`src/rtl/dcsc_pkg.sv`:
```
// Shared types, constants and small helper functions for the civil date /
// serial day converter: stage count, status codes, reciprocal factors and
// month tables. Depends on nothing.
package dcsc_pkg;

  localparam int unsigned NSTG = 10;

  typedef logic [NSTG-1:0] stg_en_t;
  typedef logic [2:0]      status_t;

  localparam status_t ST_OK         = 3'd0;
  localparam status_t ST_BAD_MONTH  = 3'd1;
  localparam status_t ST_BAD_DAY    = 3'd2;
  localparam status_t ST_BAD_YEAR   = 3'd3;
  localparam status_t ST_BAD_SERIAL = 3'd4;

  localparam int SERIAL_OFFSET = 693594;
  localparam int SERIAL_MIN    = -693593;
  localparam int SERIAL_MAX    = 2958465;
  localparam int unsigned MAX_YEAR   = 9999;
  localparam int unsigned NUM_MONTHS = 12;

  localparam int unsigned DAYS_1Y   = 365;
  localparam int unsigned DAYS_4Y   = DAYS_1Y * 4 + 1;
  localparam int unsigned DAYS_100Y = DAYS_4Y * 25 - 1;
  localparam int unsigned DAYS_400Y = DAYS_100Y * 4 + 1;

  localparam int unsigned YEARS_4   = 4;
  localparam int unsigned YEARS_100 = 100;
  localparam int unsigned YEARS_400 = 400;
  localparam int unsigned CENT_DIV  = 25;

  localparam logic signed [22:0] SER_LO = 23'(SERIAL_MIN);
  localparam logic signed [22:0] SER_HI = 23'(SERIAL_MAX);

  // Reciprocal factors: floor(x / D) = (x * MUL) >> SH over the ranges used here
  localparam int unsigned DIV25_SH  = 17;
  localparam int unsigned DIV25_MUL = ((1 << DIV25_SH) + CENT_DIV - 1) / CENT_DIV;
  localparam int unsigned DIV4Y_SH  = 26;
  localparam int unsigned DIV4Y_MUL = ((1 << DIV4Y_SH) + DAYS_4Y - 1) / DAYS_4Y;
  localparam int unsigned DIV31_SH  = 15;
  localparam int unsigned DIV31_MUL = ((1 << DIV31_SH) + 31 - 1) / 31;
  localparam int unsigned DIV400Y_SH = 39;
  localparam longint unsigned DIV400Y_MUL =
      ((64'd1 << DIV400Y_SH) + DAYS_400Y - 1) / DAYS_400Y;

  // x / 25 for x below 4096
  function automatic logic [7:0] div25(logic [11:0] x);
    logic [24:0] p;
    p = 25'(x) * 25'(DIV25_MUL);
    return 8'(p >> DIV25_SH);
  endfunction

  // Leap test from the year and its precomputed quotients (y/4)/25 and (y/16)/25
  function automatic logic is_leap(logic [13:0] y, logic [7:0] q100, logic [7:0] q400);
    logic mod4;
    logic c100;
    logic c400;
    mod4 = (y[1:0] == 2'd0);
    c100 = (y[13:2] == 12'(12'(q100) * 12'(CENT_DIV)));
    c400 = (y[3:0] == 4'd0) && (y[13:4] == 10'(10'(q400) * 10'(CENT_DIV)));
    return mod4 && (!c100 || c400);
  endfunction

  // Length of month m (1..12); 0 for codes that are no month
  function automatic logic [4:0] month_len(logic lp, logic [3:0] m);
    logic [4:0] len;
    unique case (m)
      4'd1, 4'd3, 4'd5, 4'd7, 4'd8, 4'd10, 4'd12: len = 5'd31;
      4'd4, 4'd6, 4'd9, 4'd11:                    len = 5'd30;
      4'd2:    len = lp ? 5'd29 : 5'd28;
      default: len = 5'd0;
    endcase
    return len;
  endfunction

  // Days before month index idx (0..12, 12 = whole year)
  function automatic logic [8:0] month_start(logic lp, logic [3:0] idx);
    logic [8:0] ms;
    unique case (idx)
      4'd0:    ms = 9'd0;
      4'd1:    ms = 9'd31;
      4'd2:    ms = 9'd59;
      4'd3:    ms = 9'd90;
      4'd4:    ms = 9'd120;
      4'd5:    ms = 9'd151;
      4'd6:    ms = 9'd181;
      4'd7:    ms = 9'd212;
      4'd8:    ms = 9'd243;
      4'd9:    ms = 9'd273;
      4'd10:   ms = 9'd304;
      4'd11:   ms = 9'd334;
      4'd12:   ms = 9'd365;
      default: ms = 9'd0;
    endcase
    if (lp && (idx >= 4'd2) && (idx <= 4'd12)) begin
      ms = ms + 9'd1;
    end
    return ms;
  endfunction

endpackage

```
`src/rtl/dcsc_encode.sv`:
```
// Encode datapath: year/month/day to serial day number with status, in
// NSTG enabled register stages. Depends on dcsc_pkg.
module dcsc_encode (
  input  logic              clk,
  input  dcsc_pkg::stg_en_t en,
  input  logic [13:0]       year,
  input  logic [3:0]        month,
  input  logic [4:0]        day,
  output logic [22:0]       serial,
  output dcsc_pkg::status_t status
);
  import dcsc_pkg::*;

  // stage 0
  logic [13:0] year_r0, i_r0;
  logic [3:0]  mon_r0;
  logic [4:0]  day_r0;
  logic [7:0]  yq100_r0, yq400_r0, iq100_r0, iq400_r0;
  logic [13:0] i_nxt;

  // stage 1
  logic [21:0] a_r1, a_nxt;
  logic [11:0] b_r1, b_nxt;
  logic [9:0]  msd_r1, msd_nxt;
  logic        kill_r1, kill_nxt;
  status_t     st_nxt;
  logic        lp;
  logic        zero;
  logic [4:0]  mlen;

  // stage 2 and on
  logic [22:0] ser_nxt;
  logic [22:0] n_sum;
  logic [22:0] ser_r [2:NSTG-1];
  status_t     st_r  [1:NSTG-1];

  assign i_nxt = year - 14'd1;

  always_comb begin
    lp   = is_leap(year_r0, yq100_r0, yq400_r0);
    mlen = month_len(lp, mon_r0);
    zero = (year_r0 == 14'd0) && (mon_r0 == 4'd0) && (day_r0 == 5'd0);
    priority if (zero) begin
      st_nxt = ST_OK;
    end else if ((mon_r0 == 4'd0) || (mon_r0 > 4'(NUM_MONTHS))) begin
      st_nxt = ST_BAD_MONTH;
    end else if ((day_r0 == 5'd0) || (day_r0 > mlen)) begin
      st_nxt = ST_BAD_DAY;
    end else if ((year_r0 == 14'd0) || (year_r0 > 14'(MAX_YEAR))) begin
      st_nxt = ST_BAD_YEAR;
    end else begin
      st_nxt = ST_OK;
    end
    kill_nxt = zero || (st_nxt != ST_OK);
    a_nxt    = 22'(i_r0) * 22'(DAYS_1Y);
    b_nxt    = 12'(i_r0[13:2]) - 12'(iq100_r0) + 12'(iq400_r0);
    msd_nxt  = 10'(month_start(lp, mon_r0 - 4'd1)) + 10'(day_r0);
  end

  always_comb begin
    n_sum   = 23'(a_r1) + 23'(b_r1) + 23'(msd_r1);
    ser_nxt = kill_r1 ? '0 : (n_sum - 23'(SERIAL_OFFSET));
  end

  always_ff @(posedge clk) begin
    if (en[0]) begin
      year_r0  <= year;
      mon_r0   <= month;
      day_r0   <= day;
      i_r0     <= i_nxt;
      yq100_r0 <= div25(year[13:2]);
      yq400_r0 <= div25(12'(year[13:4]));
      iq100_r0 <= div25(i_nxt[13:2]);
      iq400_r0 <= div25(12'(i_nxt[13:4]));
    end
    if (en[1]) begin
      a_r1    <= a_nxt;
      b_r1    <= b_nxt;
      msd_r1  <= msd_nxt;
      kill_r1 <= kill_nxt;
      st_r[1] <= st_nxt;
    end
    if (en[2]) begin
      ser_r[2] <= ser_nxt;
      st_r[2]  <= st_r[1];
    end
    // delay line to the output stage
    for (int k = 3; k < NSTG; k++) begin
      if (en[k]) begin
        ser_r[k] <= ser_r[k-1];
        st_r[k]  <= st_r[k-1];
      end
    end
  end

  assign serial = ser_r[NSTG-1];
  assign status = st_r[NSTG-1];

endmodule

```
`src/rtl/dcsc_decode.sv`:
```
// Decode datapath: serial day number to year/month/day, splitting into
// 400-, 100-, 4- and 1-year periods over NSTG stages. Depends on dcsc_pkg.
module dcsc_decode (
  input  logic              clk,
  input  dcsc_pkg::stg_en_t en,
  input  logic [22:0]       serial,
  output logic [13:0]       year,
  output logic [3:0]        month,
  output logic [4:0]        day,
  output logic              bad
);
  import dcsc_pkg::*;

  logic        bad_r [0:NSTG-1];

  logic [21:0] t_r0, t_r1;
  logic [4:0]  q400_r1;
  logic [17:0] d_r2;
  logic [15:0] d_r3, d_r4;
  logic [4:0]  q4_r4;
  logic [10:0] d_r5;
  logic [8:0]  d_r6, d_r7, d_r8;
  logic [3:0]  m0_r7, m0_r8;
  logic [7:0]  yq100_r7, yq400_r7;
  logic [8:0]  mshi_r8, mslo_r8;
  logic [13:0] y_r2, y_r3, y_r4, y_r5, y_r6, y_r7, y_r8, y_r9;
  logic [3:0]  mon_r9;
  logic [4:0]  day_r9;

  logic [23:0] t_wide;
  logic        bad_nxt;
  logic [43:0] p400;
  logic [1:0]  qc;
  logic [31:0] p4y;
  logic [1:0]  q1;
  logic [19:0] p31;
  logic [3:0]  m0_nxt;
  logic        lp;
  logic [3:0]  mon_nxt;
  logic [8:0]  dd;

  always_comb begin
    t_wide  = {serial[22], serial} + 24'(SERIAL_OFFSET - 1);
    bad_nxt = ($signed(serial) < SER_LO) || ($signed(serial) > SER_HI);
    p400    = 44'(t_r0) * 44'(DIV400Y_MUL);
    // quotient capped at 3 folds in the last day of a 400-year cycle
    qc      = 2'(d_r2 >= 18'(DAYS_100Y)) + 2'(d_r2 >= 18'(2 * DAYS_100Y))
            + 2'(d_r2 >= 18'(3 * DAYS_100Y));
    p4y     = 32'(d_r3) * 32'(DIV4Y_MUL);
    q1      = 2'(d_r5 >= 11'(DAYS_1Y)) + 2'(d_r5 >= 11'(2 * DAYS_1Y))
            + 2'(d_r5 >= 11'(3 * DAYS_1Y));
    p31     = 20'(d_r6) * 20'(DIV31_MUL);
    m0_nxt  = 4'(p31 >> DIV31_SH);
    if (m0_nxt > 4'(NUM_MONTHS - 1)) begin
      m0_nxt = 4'(NUM_MONTHS - 1);
    end
    lp = is_leap(y_r7, yq100_r7, yq400_r7);
    if (mshi_r8 <= d_r8) begin
      mon_nxt = m0_r8 + 4'd2;
      dd      = d_r8 - mshi_r8;
    end else begin
      mon_nxt = m0_r8 + 4'd1;
      dd      = d_r8 - mslo_r8;
    end
  end

  always_ff @(posedge clk) begin
    if (en[0]) begin
      t_r0     <= t_wide[21:0];
      bad_r[0] <= bad_nxt;
    end
    for (int k = 1; k < NSTG; k++) begin
      if (en[k]) begin
        bad_r[k] <= bad_r[k-1];
      end
    end
    if (en[1]) begin
      t_r1    <= t_r0;
      q400_r1 <= 5'(p400 >> DIV400Y_SH);
    end
    if (en[2]) begin
      d_r2 <= 18'(t_r1 - 22'(22'(q400_r1) * 22'(DAYS_400Y)));
      y_r2 <= 14'(14'(q400_r1) * 14'(YEARS_400)) + 14'd1;
    end
    if (en[3]) begin
      d_r3 <= 16'(d_r2 - 18'(18'(qc) * 18'(DAYS_100Y)));
      y_r3 <= y_r2 + 14'(14'(qc) * 14'(YEARS_100));
    end
    if (en[4]) begin
      d_r4  <= d_r3;
      q4_r4 <= 5'(p4y >> DIV4Y_SH);
      y_r4  <= y_r3;
    end
    if (en[5]) begin
      d_r5 <= 11'(d_r4 - 16'(16'(q4_r4) * 16'(DAYS_4Y)));
      y_r5 <= y_r4 + 14'(14'(q4_r4) * 14'(YEARS_4));
    end
    if (en[6]) begin
      d_r6 <= 9'(d_r5 - 11'(11'(q1) * 11'(DAYS_1Y)));
      y_r6 <= y_r5 + 14'(q1);
    end
    if (en[7]) begin
      d_r7     <= d_r6;
      m0_r7    <= m0_nxt;
      yq100_r7 <= div25(y_r6[13:2]);
      yq400_r7 <= div25(12'(y_r6[13:4]));
      y_r7     <= y_r6;
    end
    if (en[8]) begin
      d_r8    <= d_r7;
      m0_r8   <= m0_r7;
      mshi_r8 <= month_start(lp, m0_r7 + 4'd1);
      mslo_r8 <= month_start(lp, m0_r7);
      y_r8    <= y_r7;
    end
    if (en[9]) begin
      y_r9   <= bad_r[8] ? '0 : y_r8;
      mon_r9 <= bad_r[8] ? '0 : mon_nxt;
      day_r9 <= bad_r[8] ? '0 : 5'(dd + 9'd1);
    end
  end

  assign year  = y_r9;
  assign month = mon_r9;
  assign day   = day_r9;
  assign bad   = bad_r[NSTG-1];

endmodule

```
`src/rtl/civil_date_serial_converter_unit.sv`:
```
// Civil date <-> serial day number converter, pipelined.
// Input channel (in_*): in_command 0 encodes in_year/in_month/in_day to a
// serial day (day 1 = 1899-12-31), 1 decodes in_serial to a date. The item
// transfers on a clock edge with in_valid and in_ready both high.
// Result channel (out_*): out_serial for encode, out_year/out_month/out_day
// for decode, out_status 0 ok, 1 bad month, 2 bad day, 3 bad year,
// 4 serial out of range; fields of the other direction read 0.
// Pipeline: ten register stages. Throughput: one item per cycle while
// out_ready is high, set by the ten-stage pipeline where every stage
// takes a new item each cycle unless a stall reaches it.
// Each stage holds a valid bit and advances when it is empty or the stage
// after it advances, so a stalled out_ready holds the last stage while
// empty stages ahead still fill; in_ready drops only when all stages hold
// items. Nothing is lost or repeated across a stall.
// Reset (rst_n low, synchronous) clears the valid bits: the pipeline is
// empty and out_valid is low after reset; no other start-up delay.
// Depends on dcsc_pkg, dcsc_encode, dcsc_decode.
module civil_date_serial_converter_unit (
  input  logic        clk,
  input  logic        rst_n,
  input  logic        in_valid,
  output logic        in_ready,
  input  logic        in_command,
  input  logic [13:0] in_year,
  input  logic [3:0]  in_month,
  input  logic [4:0]  in_day,
  input  logic [22:0] in_serial,
  output logic        out_valid,
  input  logic        out_ready,
  output logic [22:0] out_serial,
  output logic [13:0] out_year,
  output logic [3:0]  out_month,
  output logic [4:0]  out_day,
  output logic [2:0]  out_status
);
  import dcsc_pkg::*;

  logic [NSTG-1:0] vld_r, vld_nxt;
  logic [NSTG-1:0] cmd_r;
  stg_en_t         en;

  logic [22:0] enc_serial;
  status_t     enc_status;
  logic [13:0] dec_year;
  logic [3:0]  dec_month;
  logic [4:0]  dec_day;
  logic        dec_bad;
  logic        cmd_out;

  // a stage advances when empty or when the next stage advances
  always_comb begin
    en[NSTG-1] = !vld_r[NSTG-1] || out_ready;
    for (int k = NSTG - 2; k >= 0; k--) begin
      en[k] = !vld_r[k] || en[k+1];
    end
  end

  always_comb begin
    vld_nxt = vld_r;
    if (en[0]) begin
      vld_nxt[0] = in_valid;
    end
    for (int k = 1; k < NSTG; k++) begin
      if (en[k]) begin
        vld_nxt[k] = vld_r[k-1];
      end
    end
  end

  always_ff @(posedge clk) begin
    if (!rst_n) begin
      vld_r <= '0;
    end else begin
      vld_r <= vld_nxt;
    end
  end

  always_ff @(posedge clk) begin
    if (en[0]) begin
      cmd_r[0] <= in_command;
    end
    for (int k = 1; k < NSTG; k++) begin
      if (en[k]) begin
        cmd_r[k] <= cmd_r[k-1];
      end
    end
  end

  dcsc_encode u_encode (
    .clk    (clk),
    .en     (en),
    .year   (in_year),
    .month  (in_month),
    .day    (in_day),
    .serial (enc_serial),
    .status (enc_status)
  );

  dcsc_decode u_decode (
    .clk    (clk),
    .en     (en),
    .serial (in_serial),
    .year   (dec_year),
    .month  (dec_month),
    .day    (dec_day),
    .bad    (dec_bad)
  );

  assign in_ready  = en[0];
  assign out_valid = vld_r[NSTG-1];
  assign cmd_out   = cmd_r[NSTG-1];

  assign out_serial = cmd_out ? '0 : enc_serial;
  assign out_year   = cmd_out ? dec_year : '0;
  assign out_month  = cmd_out ? dec_month : '0;
  assign out_day    = cmd_out ? dec_day : '0;
  assign out_status = cmd_out ? (dec_bad ? ST_BAD_SERIAL : ST_OK) : enc_status;

endmodule
```
`config.mk`:
```
export PLATFORM = sky130hd
export DESIGN_NAME = civil_date_serial_converter_unit
export DESIGN_NICKNAME = d
export VERILOG_FILES = /design/src/rtl/dcsc_pkg.sv /design/src/rtl/dcsc_encode.sv /design/src/rtl/dcsc_decode.sv /design/src/rtl/civil_date_serial_converter_unit.sv
export SDC_FILE = /design/constraint.sdc
export NUM_CORES = 2
export LEC_CHECK = 0
export ABC_AREA = 1
export BUFFER_PORTS_ARGS = -buffer_cell sky130_fd_sc_hd__buf_2
export CORE_MARGIN = 2
export CORE_UTILIZATION = 35
export CTS_BUF_LIST = sky130_fd_sc_hd__clkbuf_2
export DETAILED_ROUTE_END_ITERATION = 10
export PLACE_DENSITY = 0.45
export REMOVE_ABC_BUFFERS = 1
export SYNTH_ARGS = -nofsm -noshare
export SYNTH_HDL_FRONTEND = slang
export SYNTH_SLANG_ARGS = --single-unit
```
`constraint.sdc`:
```
create_clock -name clk -period 16.34 [get_ports clk]
set_clock_uncertainty 0.2 [all_clocks]
set_input_delay 0.817 -clock clk [delete_from_list [all_inputs] [get_ports clk]]
set_output_delay 0.817 -clock clk [all_outputs]
set_load 0.01 [all_outputs]
```
==> results_dict.tcl <==
set metrics [dict create \
    hold_path.class "reg2reg" \
    rr_endpoint "u_decode.q400_r1[0]$_DFFE_PP_" \
    slew_headroom 0.275 \
    cp_slowest_cell "xor2_1" \
    cts_setup_buffers 0 \
    ctsRootBufferMaster "clkbuf_2" \
    avgSynthCellArea_um2 10.2 \
    fin_util 0.389 \
    syn_area_um2 59600 \
    postCtsHoldBufs 120 \
    drc 0 \
    grt_pass1_vias 42000 \
    grt_pass1_wl_um 219000 \
    worstSetupStartpointType "primary input" \
    synth_edf_count 612 \
    reg2reg_from "u_decode.t_r0[2]$_DFFE_PP_" \
    synth.distinct_cells 57 \
    multiInputGateArea_um2 35700 \
    hold_viol_final 0 \
    dp_hpwl_um 109000 \
    die_h_um 417 \
    synth_ff_type "edfxtp_1" \
    critPathKind "in2reg" \
    finalSetupViolCount 0 \
    ioPinCount 102 \
    via_per_inst 4.60 \
    die-area_um2 174000 \
    fin_nets 7881 \
    fmax_mhz 146 \
    drt_iter0_markers 1661 \
    path_common_cell "nand2_1" \
    drv_slew 0 \
    min_to "u_encode.ser_r[0][151]$_DFFE_PP_" \
    fillCellCount 16900 \
    htreeDepth 4 \
    core_region_area_um2 169000 \
    area_delta_synth_final_pct 10.5 \
    routabilityCongestion 0.835 \
    clock_latency_ps 1430 \
    io_buffers 101 \
    status "complete, no violations" \
    holdPathStages 0 \
    wl_per_cell_um 15.4 \
    r2r_cells 21 \
    clk_pin_slew_ps 100 \
    r2r_setup_slack_ps 9660 \
    worstPathMaxFanout 6 \
    rows 151 \
    start_util 0.352 \
    finalCriticalPeriod_ps 6830 \
    dp.cells 8167 \
    max_cap_violations 0 \
    endpoint_kind "flop" \
    cp.arrival_ps 7790 \
    synth_warnings 0 \
    synthArstFlopShare 0 \
    antenna_found_initial 6 \
    fp.dieW_um 417 \
    cts_max_path_buffers 3 \
    tightest_slew_ps 1090 \
    ctsResizeCount 0 \
    num_vias 39700 \
    cts_tree "yes" \
    crit_path_max_incr_delay_ps 730 \
    fin_setup_tns_ps 0 \
    rsz0062_at_grt "no" \
    drive_gt1_frac 0.0699 \
    regArea_um2 18700 \
    min_from "u_encode.ser_r[0][128]$_DFFE_PP_" \
    ys_ff_latch 627 \
    track_usage 0.158 \
    syn_inst 5856 \
    firstDrtPassIters 5 \
    yosysSeqAreaShare 0.313 \
    grt_max_degree 75 \
    wl_um 132000 \
    ant_nets 0 \
    period_share 0.418 \
    grt_remaining_overflow 0 \
    clock_sinks 627 \
    numCtsBuffers 179 \
    cp.required_ps 17300 \
    stdcell_count 8616 \
]
sequential cells by signal (all words and copies together) (netlist names), 16 cells and up, named ones only:
signal,cells
u_decode.t_r0,22
u_decode.d_r2,18
u_encode.ser_r,184
u_decode.d_r3,16
u_encode.a_r1,22
u_encode.st_r,18
u_decode.t_r1,18
how the worst max path moves through the flow:
| stage | slack [ps] | end | from |
|---|---|---|---|
| floorplan | 8070 | in_ready | out_ready |
| CTS | 9610 | u_decode.q400_r1[0]$_DFFE_PP_ | u_decode.t_r0[4]$_DFFE_PP_ |
| detailed placement | 8750 | u_encode.iq400_r0[4]$_DFFE_PP_ | in_year[4] |
| global placement | 8830 | u_encode.iq400_r0[4]$_DFFE_PP_ | in_year[4] |
| finish | 9510 | u_encode.iq100_r0[5]$_DFFE_PP_ | in_year[0] |
| global route | 9190 | u_decode.q400_r1[0]$_DFFE_PP_ | u_decode.t_r0[2]$_DFFE_PP_ |
metrics by stage:
stage,hold WS [ps],worst slack (ps),instance area (um^2)
finish,154,9510,65900
global route,107,9190,65900
CTS,47.6,9610,65900
detailed placement,205,8750,62900
global placement,200,8830,62900
floorplan,200,8070,59500
worst max-delay path: cells and delay by family:
| family | cells | cell delay [ps] |
|---|---|---|
| adder cells (fa/ha/maj) | 7 | 3110 |
| buffers and inverters | 7 | 1520 |
| AND/OR/NAND/NOR | 8 | 870 |
| XOR/XNOR | 1 | 730 |
| AO/OA/AOI/OAI | 4 | 730 |
layout make-up:
type                    count  share of cell area
well taps                2218              0.0421
clock buffers             261              0.0198
clock inverters            62             0.00704
flip-flops and latches    627               0.283
inverters                1389              0.0791
diodes                      6            0.000228
repair buffers            234              0.0274
multi-input cells        3819               0.541
synth_stat cells, types with 4 or more instances:
cell	number	share of area
inv_1	1382	0.087
ha_1	1020	0.21
nand2_1	662	0.042
edfxtp_1	612	0.31
fa_1	560	0.19
a21oi_1	326	0.027
nor2_1	308	0.019
xor2_1	195	0.029
o21ai_0	177	0.015
nand3_1	155	0.013
xnor2_1	82	0.012
nand4_1	48	0.0050
nor3_1	43	0.0036
nor4_1	26	0.0027
o211ai_1	22	0.0028
a31oi_1	19	0.0020
o21a_1	18	0.0023
a21o_1	17	0.0021
o21bai_1	16	0.0020
clkbuf_1	15	0.00094
dfxtp_1	15	0.0050
or2_2	13	0.0014
a211oi_1	10	0.0013
o31ai_1	10	0.0013
a221oi_1	9	0.0013
nand3b_1	9	0.0011
o2111ai_1	7	0.0010
o21ai_1	7	0.00059
inv_2	6	0.00038
nand2_2	6	0.00063
a21boi_0	5	0.00063
and3_1	5	0.00052
o221ai_1	5	0.00073
mux2i_1	4	0.00067
cell usage in the layout, fill, tap and decap left out, types with 10 or more instances in the layout:
cell	instances
dfxtp_1	15
or2_2	13
xor2_1	195
nor4_1	26
fa_1	560
dlygate4sd3_1	120
a211oi_1	10
o21a_1	18
inv_2	10
ha_1	1020
o211ai_1	22
a31oi_1	19
o21ai_0	177
nor2_1	308
a21o_1	17
nand3_1	155
clkinv_1	37
inv_1	1378
o31ai_1	10
clkbuf_2	261
nand2_1	662
o21bai_1	16
buf_2	101
nor3_1	43
nand4_1	48
a21oi_1	326
xnor2_1	82
edfxtp_1	612
buf_4	13
per-layer routing:
| layer | wire, um | vias to the layer above | GRT usage |
|---|---|---|---|
| li1 | - | 20000 | - |
| met1 | 59600 | 18900 | 0.200 |
| met2 | 66000 | 525 | 0.279 |
| met3 | 4290 | 174 | 0.0250 |
| met4 | 2550 | 4 | 0.0406 |
| met5 | 18 | - | 0 |
cell families (layout without fill, tap and decap cells):
logic type | after synthesis | count (layout) | share of synthesized area
adder cells (fa/ha/maj) | 1580 | 1580 | 0.402
buffers and inverters | 1410 | 1946 | 0.0889
AND/OR/NAND/NOR | 1293 | 1293 | 0.0917
AO/OA/AOI/OAI | 662 | 662 | 0.0622
flip-flops | 627 | 627 | 0.313
XOR/XNOR | 279 | 279 | 0.0412
multiplexers | 4 | 4 | 0.000671
other | 1 | 7 | 0.0000629
Power is left out: the tool's default activity adds up to more than one toggle a clock period on the data nets, which glitch-free logic cannot reach.
